`src/rtl/core/project_nearest_keypoint_match_assert.svh`:
```
// Assertion macros shared by the keypoint matcher RTL.
// Depends on nothing; the including module supplies i_clk and i_rst_n.
`ifndef PROJECT_NEAREST_KEYPOINT_MATCH_ASSERT_SVH
`define PROJECT_NEAREST_KEYPOINT_MATCH_ASSERT_SVH

// Same-cycle implication, checked outside reset.
`define NKM_ASSERT_IMP(label, cond, expr) \
    label: assert property (@(posedge i_clk) disable iff (!i_rst_n) (cond) |-> (expr)) \
        else $error("nkm assertion failed");

// Next-cycle implication, checked outside reset.
`define NKM_ASSERT_NXT(label, cond, expr) \
    label: assert property (@(posedge i_clk) disable iff (!i_rst_n) (cond) |=> (expr)) \
        else $error("nkm assertion failed");

`endif

```
`src/rtl/core/nkm_pkg.sv`:
```
// Shared types and constants of the keypoint matcher.
// Depends on nothing.
`timescale 1ns / 1ps

package nkm_pkg;

    typedef enum logic [1:0] {
        FUNC_CLEAR  = 2'd0,
        FUNC_APPEND = 2'd1,
        FUNC_POSE   = 2'd2,
        FUNC_QUERY  = 2'd3
    } t_func;

    typedef enum logic [2:0] {
        REG_FOCAL_X       = 3'd0,
        REG_FOCAL_Y       = 3'd1,
        REG_CENTER_X      = 3'd2,
        REG_CENTER_Y      = 3'd3,
        REG_IMAGE_WIDTH   = 3'd4,
        REG_IMAGE_HEIGHT  = 3'd5,
        REG_SEARCH_RADIUS = 3'd6,
        REG_UNUSED        = 3'd7
    } t_reg_idx;

    typedef enum logic [3:0] {
        ST_IDLE,
        ST_MUL,
        ST_ACC,
        ST_TADD,
        ST_ZCHK,
        ST_PMUL,
        ST_DSTART,
        ST_DWAIT,
        ST_BOUND,
        ST_SCAN,
        ST_DONE
    } t_state;

    localparam logic [30:0] FOCAL_RESET    = 31'd34603008;
    localparam logic [30:0] CENTER_X_RESET = 31'd20971520;
    localparam logic [30:0] CENTER_Y_RESET = 31'd15728640;
    localparam logic [12:0] WIDTH_RESET    = 13'd640;
    localparam logic [12:0] HEIGHT_RESET   = 13'd480;
    localparam logic [7:0]  RADIUS_RESET   = 8'd5;
    localparam int          POSE_ENTRIES   = 12;
    localparam int          DIV_STEPS      = 64;

endpackage

```
`src/rtl/core/nkm_div.sv`:
```
// Serial signed divider, one quotient bit per cycle, truncating toward zero.
// Depends on nkm_pkg.
`timescale 1ns / 1ps

module nkm_div (
    input  logic               i_clk,
    input  logic               i_rst_n,
    input  logic               i_start,
    input  logic signed [63:0] i_num,
    input  logic signed [31:0] i_den,
    output logic               o_done,
    output logic signed [63:0] o_quot
);

    logic        r_busy;
    logic [6:0]  r_cnt;
    logic [63:0] r_n;
    logic [31:0] r_rem;
    logic [31:0] r_d;
    logic        r_neg;
    logic        r_done;
    logic [32:0] n_trial;
    logic        n_bit;

    always_comb begin
        n_trial = {r_rem, r_n[63]};
        n_bit   = (n_trial >= {1'b0, r_d});
    end

    always_ff @(posedge i_clk) begin
        if (!i_rst_n) begin
            r_busy <= 1'b0;
            r_done <= 1'b0;
            r_cnt  <= '0;
        end else begin
            r_done <= 1'b0;
            if (i_start) begin
                r_busy <= 1'b1;
                r_cnt  <= '0;
            end else if (r_busy) begin
                r_cnt <= r_cnt + 7'd1;
                if (r_cnt == 7'(nkm_pkg::DIV_STEPS - 1)) begin
                    r_busy <= 1'b0;
                    r_done <= 1'b1;
                end
            end
        end
    end

    always_ff @(posedge i_clk) begin
        if (i_start) begin
            r_n   <= i_num[63] ? 64'(-i_num) : i_num;
            r_d   <= i_den[31] ? 32'(-i_den) : i_den;
            r_neg <= i_num[63] ^ i_den[31];
            r_rem <= '0;
        end else if (r_busy) begin
            r_rem <= n_bit ? 32'(n_trial - {1'b0, r_d}) : n_trial[31:0];
            r_n   <= {r_n[62:0], n_bit};
        end
    end

    assign o_done = r_done;
    assign o_quot = r_neg ? -$signed(r_n) : $signed(r_n);

endmodule

```
`config.mk`:
```
export PLATFORM = sky130hd
export DESIGN_NAME = nkm_div
export DESIGN_NICKNAME = d
export VERILOG_FILES = /design/src/rtl/core/project_nearest_keypoint_match_assert.svh /design/src/rtl/core/nkm_pkg.sv /design/src/rtl/core/nkm_div.sv
export SDC_FILE = /design/constraint.sdc
export NUM_CORES = 1
export LEC_CHECK = 0
export ABC_AREA = 1
export BUFFER_PORTS_ARGS = -buffer_cell sky130_fd_sc_hd__buf_4
export CORE_UTILIZATION = 60
export CTS_CLUSTER_SIZE = 30
export DETAILED_ROUTE_END_ITERATION = 10
export GPL_TIMING_DRIVEN = 0
export PLACE_DENSITY_LB_ADDON = 0.05
export SLEW_MARGIN = 20
export SYNTH_ARGS = -nofsm -noshare
export SYNTH_HDL_FRONTEND = slang
export SYNTH_SLANG_ARGS = --single-unit
```
`constraint.sdc`:
```
create_clock -name i_clk -period 3.7 [get_ports i_clk]
set_input_delay 0.555 -clock i_clk [delete_from_list [all_inputs] [get_ports i_clk]]
set_output_delay 0.555 -clock i_clk [all_outputs]
set_load 0.01 [all_outputs]
```
==> run_summary.xml <==
<?xml version="1.0" encoding="UTF-8"?>
<metrics>
  <group name="timing">
    <metric name="max_freq" unit="MHz">296</metric>
    <metric name="slew_viol_final" unit="">0</metric>
    <metric name="setup_total_negative_slack" unit="ns">0</metric>
    <metric name="slew-limit-headroom" unit="%">52.2</metric>
    <metric name="period_minus_slack" unit="ns">3.38</metric>
    <metric name="tightestPinTransition" unit="ns">0.717</metric>
    <metric name="setup_repair_after_global_routing_missed_its_margin" unit="">no</metric>
    <metric name="final_hold_viol_count" unit="">0</metric>
    <metric name="finClkSkew" unit="ns">0.0149</metric>
    <metric name="setup_viol" unit="">0</metric>
    <metric name="min_period_over_period" unit="%">91.3</metric>
    <metric name="finalHoldWorstSlack" unit="ns">0.312</metric>
  </group>
  <group name="cts">
    <metric name="cts-buffers-inserted" unit="">17</metric>
    <metric name="cts-root-to-sink-buffers" unit="">2</metric>
    <metric name="hold_buffers" unit="">0</metric>
    <metric name="cts_post_setup_buffers_inserted" unit="">0</metric>
    <metric name="clk_transition_reported_paths" unit="ns">0.07</metric>
    <metric name="clock_latency" unit="ns">0.44</metric>
    <metric name="post_cts_resize_count" unit="">0</metric>
    <metric name="cts_sinks" unit="">138</metric>
    <metric name="tritoncts_clock_tree" unit="">done</metric>
    <metric name="ctsHtreeMaxLevel" unit="">4</metric>
    <metric name="cts-root-buf" unit="">clkbuf_16</metric>
  </group>
  <group name="min_path">
    <metric name="hold_path.class" unit="">input pin to register</metric>
    <metric name="hold-path-cell-count" unit="">1</metric>
  </group>
  <group name="worst_setup_path">
    <metric name="critical_path_source" unit="">r_n[0]</metric>
    <metric name="worstPathMaxFanout" unit="">5</metric>
    <metric name="crit_buf_inv" unit="">2</metric>
    <metric name="crit_path_top_delay_cell" unit="">edfxtp_1</metric>
    <metric name="worstSetupEndpointType" unit="">primary output</metric>
    <metric name="timing.critical_path.to" unit="">o_quot[38]</metric>
    <metric name="worst-r2r-setup-slack" unit="ns">1.15</metric>
    <metric name="critical_path.reg2reg.startpoint" unit="">r_d[17]</metric>
    <metric name="startpoint_type" unit="">register</metric>
    <metric name="path_cells" unit="">inv_1 -&gt; ha_1 -&gt; nand3_2 -&gt; nor2_2 -&gt; nand2_2 -&gt; nor2_1 -&gt; nand3_1 -&gt; o21ai_2 -&gt; nand2_1 -&gt; xor2_1 -&gt; buf_4</metric>
    <metric name="critical_path_depth" unit="">11</metric>
    <metric name="crit_required" unit="ns">3.14</metric>
    <metric name="timing.critical_path.arrival" unit="ns">2.82</metric>
    <metric name="critPathKind" unit="">register to primary output</metric>
    <metric name="crit_path_max_incr_delay" unit="ns">0.49</metric>
    <metric name="crit_path_leading_delay_family" unit="">simple AND/OR/NAND/NOR gates</metric>
    <metric name="reg2regPathDepth" unit="">14</metric>
    <metric name="r2r-end" unit="">r_rem[17]</metric>
  </group>
  <group name="drt">
    <metric name="drt-wirelength-per-cell" unit="um">17.9</metric>
    <metric name="num_vias" unit="">15500</metric>
    <metric name="final_antenna_net_count" unit="">0</metric>
    <metric name="total_detailed_routing_wirelength" unit="mm">48.1</metric>
    <metric name="drt_first_pass_iters" unit="">7</metric>
    <metric name="post-route-drc-count" unit="">0</metric>
    <metric name="avgViaCountPerCell" unit="">5.78</metric>
    <metric name="detailedRoute.firstIterationViolations" unit="">2057</metric>
  </group>
  <group name="global_routing">
    <metric name="largest_net_degree_at_the_start_of_global_routing" unit="">62</metric>
    <metric name="track_usage" unit="%">41.5</metric>
    <metric name="grt_overflow_total" unit="">0</metric>
    <metric name="number_of_global_route_vias_before_repair" unit="">13400</metric>
    <metric name="grt_first_pass_wirelength" unit="mm">71.1</metric>
    <metric name="antenna_found_initial" unit="">1</metric>
  </group>
  <group name="synthesis">
    <metric name="ys_async_sr_fraction" unit="%">0</metric>
    <metric name="netlist_area" unit="um2">13400</metric>
    <metric name="synth.avg_cell_area" unit="um2">6.08</metric>
    <metric name="netlist.area_leader.share" unit="%">21.7</metric>
    <metric name="synth-seq-cells" unit="">138</metric>
    <metric name="yosys_warnings" unit="">0</metric>
    <metric name="synth.top_cells.by_area" unit="">edfxtp_1 22%, nand2_1 21%, inv_1 9.2%, nor2_1 7.4%, nand3_1 7.0%</metric>
    <metric name="synth-edff-count" unit="">97</metric>
    <metric name="yosysSeqAreaShare" unit="%">27.8</metric>
    <metric name="mappedNetlistNets" unit="">2344</metric>
    <metric name="synthDominantAreaCellType" unit="">edfxtp_1</metric>
    <metric name="post_synth_num_cell_types" unit="">46</metric>
    <metric name="ys_dominant_reg_cell" unit="">edfxtp_1</metric>
    <metric name="cell_count_after_synthesis" unit="">2208</metric>
  </group>
  <group name="run_status">
    <metric name="outcome" unit="">complete, no violations</metric>
  </group>
  <group name="floorplanning">
    <metric name="die_width" unit="um">152</metric>
    <metric name="die-height" unit="um">152</metric>
    <metric name="die_area" unit="um2">23000</metric>
    <metric name="core_area" unit="um2">21900</metric>
    <metric name="number_of_placement_rows" unit="">54</metric>
    <metric name="ioPinCount" unit="">164</metric>
    <metric name="initial_utilization" unit="%">61.4</metric>
  </group>
  <group name="finish">
    <metric name="area.growth.synth_to_final" unit="%">16.5</metric>
    <metric name="drive_above_1_share" unit="%">10.4</metric>
    <metric name="net_count_reported_at_finish" unit="">2525</metric>
  </group>
  <group name="power_and_ir_drop">
    <metric name="ir_drop" unit="uV">298</metric>
    <metric name="static-leakage-power" unit="nW">7.77</metric>
    <metric name="power.density_cell_area" unit="nW/um2">333</metric>
    <metric name="finalPower" unit="W">0.00521</metric>
  </group>
  <group name="placement">
    <metric name="dp.final_hpwl" unit="mm">38.5</metric>
    <metric name="io_buffer_count" unit="">161</metric>
    <metric name="gp_congestion" unit="">1.05</metric>
  </group>
  <group name="flow_run">
    <metric name="max-cap-violations" unit="">0</metric>
  </group>
</metrics>
## state kept, by name (all words and copies together) (netlist names)
signal and count:
r_busy 1, o_done 1, r_neg 1, r_n 64
r_d 32, r_rem 32, r_cnt 7
## per-layer routing
| layer | share of wire (%) | track usage [%] |
|---|---|---|
| met5 | 0.16 | 2.73 |
| met4 | 2.2 | 11.7 |
| met3 | 16 | 12.8 |
| met2 | 40 | 57.0 |
| met1 | 42 | 61.2 |
## stage by stage
stage                     worst slack, ns  instance area (um2)  utilization [%]  cells
after floorplan                     0.307                13400                -   2208
after global placement              -1.25                15000             68.5   2649
after detailed placement            0.874                15000             68.6   2650
after CTS                           0.398                15600             71.5   2682
after global routing               0.0970                15600             71.5   2682
final                               0.321                15600             71.5   2683
## logic make-up after synthesis
logic type | share of synthesized area (%)
buf+inv | 11.1
simple gates | 43.4
xor+xnor | 8.08
compound gates | 6.13
fa+ha+maj | 3.50
flops | 27.8
## cells in the mapped netlist (3+ instances only)
cell type and number:
dfxtp_1 41, nand3b_1 20, nor4_1 6, xnor2_1 36
o21bai_1 3, or2_2 4, nand4_1 51, nand3_1 187
buf_6 3, nand2_2 7, a21oi_1 31, nor3_2 3
inv_2 4, buf_2 7, clkbuf_1 33, nand3_2 3
buf_4 3, nor3_1 29, ha_1 36, o21ai_1 12
a31oi_1 8, inv_1 330, xor2_1 88, o211ai_1 3
nor2_4 4, o21ai_0 93, nand2_1 761, nor2_2 9
nor2_1 264, edfxtp_1 97, and2_1 5, buf_1 5
## worst min-delay path by stage
stage,start,end,slack [ns]
after floorplan,r_rem[10],r_rem[10],0.44
after detailed placement,r_rem[10],r_rem[10],0.46
final,i_den[0],r_d[0],0.31
after global placement,r_rem[10],r_rem[10],0.46
after global routing,i_den[0],r_d[0],0.30
after CTS,i_den[0],r_d[0],0.30
## power by group
part	internal, W	switching [W]
registers	0.00181	0.000145
clock network	0.000921	0.000853
logic	0.000546	0.000936
total	0.00328	0.00193
## area by class of cell
class | count | area [um2]
well taps | 280 | 350
clock buffers | 17 | 425
diodes | 1 | 2.50
fillers | 1917 | 6240
repair buffers | 162 | 1240
flip-flops and latches | 138 | 3730
multi-input cells | 1683 | 8210
inverters | 336 | 1260
plain buffers | 51 | 238
clock inverters | 15 | 194
## cell usage in the layout (no fill, tap or decap), types with 17 or more instances in the layout
cell type | synthesis | final
nand2_1 | 761 | 761
inv_1 | 330 | 330
nor2_1 | 264 | 264
nand3_1 | 187 | 187
buf_4 | 3 | 164
edfxtp_1 | 97 | 97
o21ai_0 | 93 | 93
xor2_1 | 88 | 88
nand4_1 | 51 | 51
dfxtp_1 | 41 | 41
xnor2_1 | 36 | 36
ha_1 | 36 | 36
clkbuf_1 | 33 | 32
a21oi_1 | 31 | 31
nor3_1 | 29 | 29
nand3b_1 | 20 | 20
clkbuf_16 | 0 | 17
(Power assumes the default switching activity.)
